==> src/hdl/aosr_pkg.sv <==
`default_nettype none

package aosr_pkg;

    // Result side codes.
    typedef enum logic [2:0] {
        SIDE_NONE   = 3'd0,
        SIDE_TOP    = 3'd1,
        SIDE_BOTTOM = 3'd2,
        SIDE_RIGHT  = 3'd3,
        SIDE_LEFT   = 3'd4
    } side_t;

    // Width of the reported offsets.
    localparam int OFFSET_BITS = 26;

    // Edges are kept in Q.17; offsets are Q.8.
    localparam int FRAC_DROP = 9;
    localparam int ROUND_HALF = 1 << (FRAC_DROP - 1);

endpackage

`default_nettype wire

==> src/hdl/aosr_round_sat.sv <==
`default_nettype none

// Round a Q.17 distance to Q.8 (halves toward plus infinity) and clamp to the
// offset range.
module aosr_round_sat #(
    parameter int DIST_BITS = 35
) (
    input  wire logic signed [DIST_BITS-1:0]             dist_in,
    output logic signed [aosr_pkg::OFFSET_BITS-1:0]      offset
);

    localparam int Q_BITS = DIST_BITS + 1 - aosr_pkg::FRAC_DROP;
    localparam int EXT_BITS =
        ((Q_BITS > aosr_pkg::OFFSET_BITS) ? Q_BITS : aosr_pkg::OFFSET_BITS) + 1;
    localparam logic signed [EXT_BITS-1:0] Q_HI =
        EXT_BITS'((64'sd1 <<< (aosr_pkg::OFFSET_BITS - 1)) - 64'sd1);
    localparam logic signed [EXT_BITS-1:0] Q_LO = -Q_HI - EXT_BITS'(1);

    logic signed [DIST_BITS:0]   biased;
    logic signed [EXT_BITS-1:0]  q_ext;

    assign biased = (DIST_BITS + 1)'(dist_in) +
                    $signed((DIST_BITS + 1)'(aosr_pkg::ROUND_HALF));
    assign q_ext  = EXT_BITS'($signed(biased[DIST_BITS:aosr_pkg::FRAC_DROP]));

    always_comb begin
        if (q_ext > Q_HI) begin
            offset = Q_HI[aosr_pkg::OFFSET_BITS-1:0];
        end else if (q_ext < Q_LO) begin
            offset = Q_LO[aosr_pkg::OFFSET_BITS-1:0];
        end else begin
            offset = q_ext[aosr_pkg::OFFSET_BITS-1:0];
        end
    end

endmodule

`default_nettype wire

==> src/hdl/aabb_overlap_side_resolver.sv <==
// Channel   Ports                                          Direction
// s_        s_valid/s_ready, two boxes (center, w, h, sc)  in  : one request per box pair
// m_        m_valid/m_ready, m_side, m_offset_x/_y         out : one result per request
//
// One request is accepted every cycle while results are taken. Five registers sit in
// line (input register, multiply, edge distances, pairwise minimum, final pick with
// rounding into the result register); m_valid rises when a request reaches the
// result register, and the result leaves at the first edge where m_ready is high.
// Reset (aresetn low at a clock edge) empties every stage; payload is not reset.
// A stall on m_ready backs up stage by stage; empty stages still fill, so
// s_ready stays high until every stage holds a request.
`default_nettype none

module aabb_overlap_side_resolver #(
    parameter int COORD_BITS = 24,
    parameter int SIZE_BITS  = 16
) (
    input  wire logic                                  aclk,
    input  wire logic                                  aresetn,

    input  wire logic                                  s_valid,
    output logic                                       s_ready,
    input  wire logic signed [COORD_BITS-1:0]          s_self_pos_x,
    input  wire logic signed [COORD_BITS-1:0]          s_self_pos_y,
    input  wire logic        [SIZE_BITS-1:0]           s_self_width,
    input  wire logic        [SIZE_BITS-1:0]           s_self_height,
    input  wire logic        [SIZE_BITS-1:0]           s_self_scale,
    input  wire logic signed [COORD_BITS-1:0]          s_other_pos_x,
    input  wire logic signed [COORD_BITS-1:0]          s_other_pos_y,
    input  wire logic        [SIZE_BITS-1:0]           s_other_width,
    input  wire logic        [SIZE_BITS-1:0]           s_other_height,
    input  wire logic        [SIZE_BITS-1:0]           s_other_scale,

    output logic                                       m_valid,
    input  wire logic                                  m_ready,
    output logic             [2:0]                     m_side,
    output logic signed [aosr_pkg::OFFSET_BITS-1:0]    m_offset_x,
    output logic signed [aosr_pkg::OFFSET_BITS-1:0]    m_offset_y
);

    // Product of size and scale is the half extent in Q.17.
    localparam int PROD_BITS = 2 * SIZE_BITS;
    // Center difference in Q.8 and in Q.17.
    localparam int DIFF_BITS = COORD_BITS + 1;
    localparam int DQ17_BITS = DIFF_BITS + aosr_pkg::FRAC_DROP;
    // Edge distance: center difference plus or minus summed half extents.
    localparam int DIST_BITS =
        ((DQ17_BITS > PROD_BITS + 1) ? DQ17_BITS : PROD_BITS + 1) + 1;

    // ------------------------------------------------------------------
    // Stage enables: a stage loads when it is empty or its successor moves.
    // ------------------------------------------------------------------
    logic v0_reg, v1_reg, v2_reg, v3_reg, out_valid_reg;
    logic en0, en1, en2, en3, en4;

    assign en4 = !out_valid_reg || m_ready;
    assign en3 = !v3_reg || en4;
    assign en2 = !v2_reg || en3;
    assign en1 = !v1_reg || en2;
    assign en0 = !v0_reg || en1;

    assign s_ready = en0;

    always_ff @(posedge aclk) begin
        if (!aresetn) begin
            v0_reg        <= 1'b0;
            v1_reg        <= 1'b0;
            v2_reg        <= 1'b0;
            v3_reg        <= 1'b0;
            out_valid_reg <= 1'b0;
        end else begin
            if (en0) begin
                v0_reg <= s_valid;
            end
            if (en1) begin
                v1_reg <= v0_reg;
            end
            if (en2) begin
                v2_reg <= v1_reg;
            end
            if (en3) begin
                v3_reg <= v2_reg;
            end
            if (en4) begin
                out_valid_reg <= v3_reg;
            end
        end
    end

    // ------------------------------------------------------------------
    // Stage 0: input register.
    // ------------------------------------------------------------------
    logic signed [COORD_BITS-1:0] spx_reg, spy_reg, opx_reg, opy_reg;
    logic        [SIZE_BITS-1:0]  sw_reg, sh_reg, ssc_reg, ow_reg, oh_reg, osc_reg;

    always_ff @(posedge aclk) begin
        if (en0 && s_valid) begin
            spx_reg <= s_self_pos_x;
            spy_reg <= s_self_pos_y;
            sw_reg  <= s_self_width;
            sh_reg  <= s_self_height;
            ssc_reg <= s_self_scale;
            opx_reg <= s_other_pos_x;
            opy_reg <= s_other_pos_y;
            ow_reg  <= s_other_width;
            oh_reg  <= s_other_height;
            osc_reg <= s_other_scale;
        end
    end

    // ------------------------------------------------------------------
    // Stage 1: half extents (one multiplier each) and center differences.
    // ------------------------------------------------------------------
    logic signed [DIFF_BITS-1:0] dx_next, dy_next, dx_reg, dy_reg;
    logic [PROD_BITS-1:0] shw_next, shh_next, ohw_next, ohh_next;
    logic [PROD_BITS-1:0] shw_reg, shh_reg, ohw_reg, ohh_reg;

    assign dx_next  = DIFF_BITS'(opx_reg) - DIFF_BITS'(spx_reg);
    assign dy_next  = DIFF_BITS'(opy_reg) - DIFF_BITS'(spy_reg);
    assign shw_next = PROD_BITS'(sw_reg) * PROD_BITS'(ssc_reg);
    assign shh_next = PROD_BITS'(sh_reg) * PROD_BITS'(ssc_reg);
    assign ohw_next = PROD_BITS'(ow_reg) * PROD_BITS'(osc_reg);
    assign ohh_next = PROD_BITS'(oh_reg) * PROD_BITS'(osc_reg);

    always_ff @(posedge aclk) begin
        if (en1 && v0_reg) begin
            dx_reg  <= dx_next;
            dy_reg  <= dy_next;
            shw_reg <= shw_next;
            shh_reg <= shh_next;
            ohw_reg <= ohw_next;
            ohh_reg <= ohh_next;
        end
    end

    // ------------------------------------------------------------------
    // Stage 2: edge distance magnitudes. With hx, hy the summed half extents:
    //   top = dy - hy, bottom = dy + hy, right = dx + hx, left = dx - hx.
    // Keep -top and -left so that all four are non-negative exactly when
    // the boxes overlap (touching included); a negative one means apart.
    // ------------------------------------------------------------------
    logic signed [DQ17_BITS-1:0] dx_q17, dy_q17;
    logic signed [DIST_BITS-1:0] dx_ext, dy_ext, hx_ext, hy_ext;
    logic signed [DIST_BITS-1:0] mt_next, mb_next, mr_next, ml_next;
    logic signed [DIST_BITS-1:0] mt_reg, mb_reg, mr_reg, ml_reg;
    logic                        apart_next, apart2_reg;

    assign dx_q17 = {dx_reg, {aosr_pkg::FRAC_DROP{1'b0}}};
    assign dy_q17 = {dy_reg, {aosr_pkg::FRAC_DROP{1'b0}}};
    assign dx_ext = DIST_BITS'(dx_q17);
    assign dy_ext = DIST_BITS'(dy_q17);
    assign hx_ext = $signed(DIST_BITS'(shw_reg) + DIST_BITS'(ohw_reg));
    assign hy_ext = $signed(DIST_BITS'(shh_reg) + DIST_BITS'(ohh_reg));

    assign mt_next = hy_ext - dy_ext;
    assign mb_next = dy_ext + hy_ext;
    assign mr_next = dx_ext + hx_ext;
    assign ml_next = hx_ext - dx_ext;

    assign apart_next = mt_next[DIST_BITS-1] | mb_next[DIST_BITS-1] |
                        mr_next[DIST_BITS-1] | ml_next[DIST_BITS-1];

    always_ff @(posedge aclk) begin
        if (en2 && v1_reg) begin
            mt_reg     <= mt_next;
            mb_reg     <= mb_next;
            mr_reg     <= mr_next;
            ml_reg     <= ml_next;
            apart2_reg <= apart_next;
        end
    end

    // ------------------------------------------------------------------
    // Stage 3: minimum within each axis. On a tie the first of the pair
    // (top over bottom, right over left) wins.
    // ------------------------------------------------------------------
    logic signed [DIST_BITS-1:0] magy_next, disty_next, magx_next, distx_next;
    logic signed [DIST_BITS-1:0] magy_reg, disty_reg, magx_reg, distx_reg;
    aosr_pkg::side_t             sidey_next, sidex_next, sidey_reg, sidex_reg;
    logic                        apart3_reg;

    always_comb begin
        if (mb_reg < mt_reg) begin
            magy_next  = mb_reg;
            disty_next = mb_reg;
            sidey_next = aosr_pkg::SIDE_BOTTOM;
        end else begin
            magy_next  = mt_reg;
            disty_next = -mt_reg;
            sidey_next = aosr_pkg::SIDE_TOP;
        end
        if (ml_reg < mr_reg) begin
            magx_next  = ml_reg;
            distx_next = -ml_reg;
            sidex_next = aosr_pkg::SIDE_LEFT;
        end else begin
            magx_next  = mr_reg;
            distx_next = mr_reg;
            sidex_next = aosr_pkg::SIDE_RIGHT;
        end
    end

    always_ff @(posedge aclk) begin
        if (en3 && v2_reg) begin
            magy_reg   <= magy_next;
            disty_reg  <= disty_next;
            sidey_reg  <= sidey_next;
            magx_reg   <= magx_next;
            distx_reg  <= distx_next;
            sidex_reg  <= sidex_next;
            apart3_reg <= apart2_reg;
        end
    end

    // ------------------------------------------------------------------
    // Stage 4: pick the axis (vertical wins ties), round, clamp, and drive
    // the result register. Separated boxes report no side and zero offsets.
    // ------------------------------------------------------------------
    logic                                        pick_x;
    logic signed [DIST_BITS-1:0]                 best_dist;
    logic signed [aosr_pkg::OFFSET_BITS-1:0]     best_off;
    aosr_pkg::side_t                             side_next, side_reg;
    logic signed [aosr_pkg::OFFSET_BITS-1:0]     offx_next, offy_next, offx_reg, offy_reg;

    assign pick_x    = magx_reg < magy_reg;
    assign best_dist = pick_x ? distx_reg : disty_reg;

    aosr_round_sat #(
        .DIST_BITS (DIST_BITS)
    ) u_round_sat (
        .dist_in (best_dist),
        .offset  (best_off)
    );

    always_comb begin
        side_next = aosr_pkg::SIDE_NONE;
        offx_next = '0;
        offy_next = '0;
        if (!apart3_reg) begin
            if (pick_x) begin
                side_next = sidex_reg;
                offx_next = best_off;
            end else begin
                side_next = sidey_reg;
                offy_next = best_off;
            end
        end
    end

    always_ff @(posedge aclk) begin
        if (en4 && v3_reg) begin
            side_reg <= side_next;
            offx_reg <= offx_next;
            offy_reg <= offy_next;
        end
    end

    assign m_valid    = out_valid_reg;
    assign m_side     = side_reg;
    assign m_offset_x = offx_reg;
    assign m_offset_y = offy_reg;

endmodule

`default_nettype wire

==> config.mk <==
export PLATFORM = sky130hd
export DESIGN_NAME = aabb_overlap_side_resolver
export DESIGN_NICKNAME = d
export VERILOG_FILES = /design/src/hdl/aosr_pkg.sv /design/src/hdl/aosr_round_sat.sv /design/src/hdl/aabb_overlap_side_resolver.sv
export SDC_FILE = /design/constraint.sdc
export NUM_CORES = 2
export LEC_CHECK = 0
export CAP_MARGIN = 20
export CORE_UTILIZATION = 50
export DETAILED_ROUTE_END_ITERATION = 6
export DONT_BUFFER_PORTS = 1
export HOLD_SLACK_MARGIN = 0.12
export PLACE_DENSITY = 0.72
export SYNTH_ARGS = -nofsm -noshare
export SYNTH_HDL_FRONTEND = slang
export SYNTH_SLANG_ARGS = --single-unit
==> constraint.sdc <==
create_clock -name aclk -period 33.7 [get_ports aclk]
set_input_delay 0 -clock aclk [delete_from_list [all_inputs] [get_ports aclk]]
set_output_delay 0 -clock aclk [all_outputs]
set_load 0.02 [all_outputs]
==> metrics.txt <==
status finished, final reports clean; GPL Wtd Cong 0.964; Hold Path Class primary input to flop; vias per cell 5.48; Ports approximately 250; post-synthesis area per instance approximately 10 um2; Die W 373 um; first-pass GRT wire length 277000 um; area of placed instances ~0.07 mm2; Post-Syn Area between 0.06 and 0.07 mm2; Global Route Usage Sum between 20% and 30%; Final Cell Area 0.0772 mm2; fin crit share around 22%; gr ovfl total 0; setup TNS 0 ns; Worst path max stage delay ~1.1 ns; Initial Utilization 50.5%; Slew HR about 20%; worst min-delay path startpoint m_ready; Slew Limit Fails 0; Bufs on Longest Clock Path 3; ys flop type edfxtp_1; CP startpoint kind flop; Place WS 26.31 ns; pin count of the biggest net entering global routing 82; post-CTS sizing 0; Final Worst Setup Slack 26.26 ns; post-CTS setup buffer count 0; worst r2r path cells 21; CP cell instances nand2_1, fa_1, fa_1, inv_1, fa_1, inv_1, fa_1, fa_1, fa_1, inv_1, ha_1, a21o_1, a21oi_1, nor2_1, o31ai_1, o221ai_1, a221oi_1, o211ai_1, a31o_2, a21oi_1, xnor2_1; critical path type flop to flop; Clock Sinks 680; number of buffers added on ports 0; maximum clock rate 134 MHz; CTS tree yes; Worst Path Required 34.15 ns; DP HPWL 129000 um; endpoints failing setup 0; DR DRC count 0; Slowest cell on crit path edfxtp_1; RSZ-0062 raised after global routing false; die height ~370 um; Post-DRT Antenna Nets 0; Initial DRC Count 3475; WHS Path Cells 4; CP endpoint kind flop; most common cell in the synthesized netlist inv_1; worst r2r dst ohw_reg[31]; Via Count slightly below 50000; r2r setup slk between 20 and 30 ns; Area contributors post-synth edfxtp_1, fa_1, ha_1, inv_1, and2_1; vias in the first global route 51500; Num CTS Buffers between 80 and 90; area grow syn2layout 12.3%; top post-synthesis cells by count inv_1, fa_1, nand2_1; yosys warns 0; Hold Path End v3_reg; CP Max Fanout 32; synth unique cells 79; max_cap viols 0; share of layout cells above drive strength 1 3.29%; initial antenna violation count 11; Seq/Total Area, Yosys 29.6%; crit path time final 7.44 ns; # rows 135; Worst EP arrival 7.89 ns; CTS root buf clkbuf_16; CP delay by family, top adder cells; Top cell by count, worst path fa_1; Seq cells post-synth 680; DR WL/cell 19.5 um; post-synthesis async set-or-reset flop share 0%; die area 0.139 mm2; core area around 0.14 mm2; Yosys top cell by area edfxtp_1; Post-Route WL 174000 um; clk slew on worst S/H paths 0.07 ns; final hold vios 0; Slew @ Worst Pin 1.20 ns; Mapped Cells 6782; CTS H-Tree Depth 3; Post-synth EDFFs just under 700; skew final 0.0533 ns; Syn Nets ~8500; clock insertion delay at the later pin of the skew report 0.72 ns; Net count, final 8751; post-synth top area share a little under 30%; drt pass-1 iters 6; Buf/Inv on CP 3; reg2reg start osc_reg[4]
[cells by family (layout without fill, tap and decap cells)]
family | Yosys count | after routing | share of synthesized area, %
and+or+nand+nor | 1925 | 1925 | 13.7
AOI/OAI and AO/OA | 907 | 907 | 8.29
other | 0 | 7 | 0
muxes | 15 | 15 | 0.233
xor gates and xnor gates | 372 | 372 | 4.74
buffers and inverters | 1390 | 1731 | 7.61
DFF | 680 | 680 | 29.6
adders and majority gates | 1493 | 1493 | 35.8
[layout make-up]
cell class,instances,area (um2)
Tap cell,1781,2230
Timing Repair Buffer,438,4330
Sequential cell,680,20400
Multi-Input combinational cell,4712,43200
Clock inverter,52,626
Clock buffer,94,2120
Fill cell,11300,58800
Inverter,1147,4310
Antenna cell,7,17.5
[worst min-delay path: cells and delay by family]
family,cells,cell delay [ns]
AND/OR/NAND/NOR,2,0.17
buffers and inverters,1,0.52
AO/OA/AOI/OAI,1,0.16
[layout by cell type, fill, tap and decap left out, drive strengths merged, types with 9 or more instances in the layout]
cell,synthesis,routed
a211o,12,12
a211oi,23,23
a21boi,14,14
a21o,90,90
a21oi,281,281
a221oi,9,9
a31o,14,14
a31oi,37,37
and2,501,501
and3,49,49
buf,7,47
bufinv,0,10
clkbuf,236,94
clkinv,0,27
dlygate4sd3,0,391
edfxtp,675,675
fa,784,784
ha,709,709
inv,1147,1155
nand2,769,769
nand2b,38,38
nand3,69,69
nand4,33,33
nor2,261,261
nor2b,50,50
nor3,70,70
nor4,12,12
o2111ai,11,11
o211ai,22,22
o21a,60,60
o21ai,211,211
o21bai,40,40
o31ai,14,14
or2,15,15
or3,22,22
or4,9,9
xnor2,272,272
xor2,100,100
[repair_timing]
action / CTS / global route
hold endpoints to repair: 206 / 0
hold buffers: 391 / 0
endpoints found under the setup margin: 0 / 0
[how the worst max path moves through the flow]
| stage | startpoint | end | slack, ns | cells past startpoint |
|---|---|---|---|---|
| after floorplan | m_valid | dx_reg[0] | 19.01 | 4 |
| after global placement | osc_reg[3] | ohw_reg[31] | 26.42 | 21 |
| after detailed placement | osc_reg[3] | ohw_reg[31] | 26.31 | 21 |
| after CTS | osc_reg[3] | ohw_reg[31] | 26.29 | 21 |
| after global routing | osc_reg[4] | ohw_reg[31] | 25.91 | 21 |
| final | osc_reg[4] | ohw_reg[31] | 26.26 | 21 |
[metrics by stage]
stage / hold slack [ns] / std cells / utilization, %
floorplan: 0.0989 / 6782 / -
global placement: 0.0989 / 8364 / 51.8
detailed placement: 0.0989 / 8364 / 51.8
CTS: 0.156 / 8901 / 56.7
global route: 0.215 / 8909 / 56.7
finish: 0.220 / 8911 / 56.8
[routing by layer]
layer / track usage [%] / wire, um / vias to the layer above
met5: 0 / 41 / -
met4: 9.78 / 7090 / 6
met3: 4.03 / 11300 / 375
met2: 43.0 / 83500 / 1635
met1: 32.3 / 71700 / 24200
li1: - / - / 22600
Power is left out: the tool's default activity adds up to more than one toggle a clock period on the data nets, which glitch-free logic cannot reach.
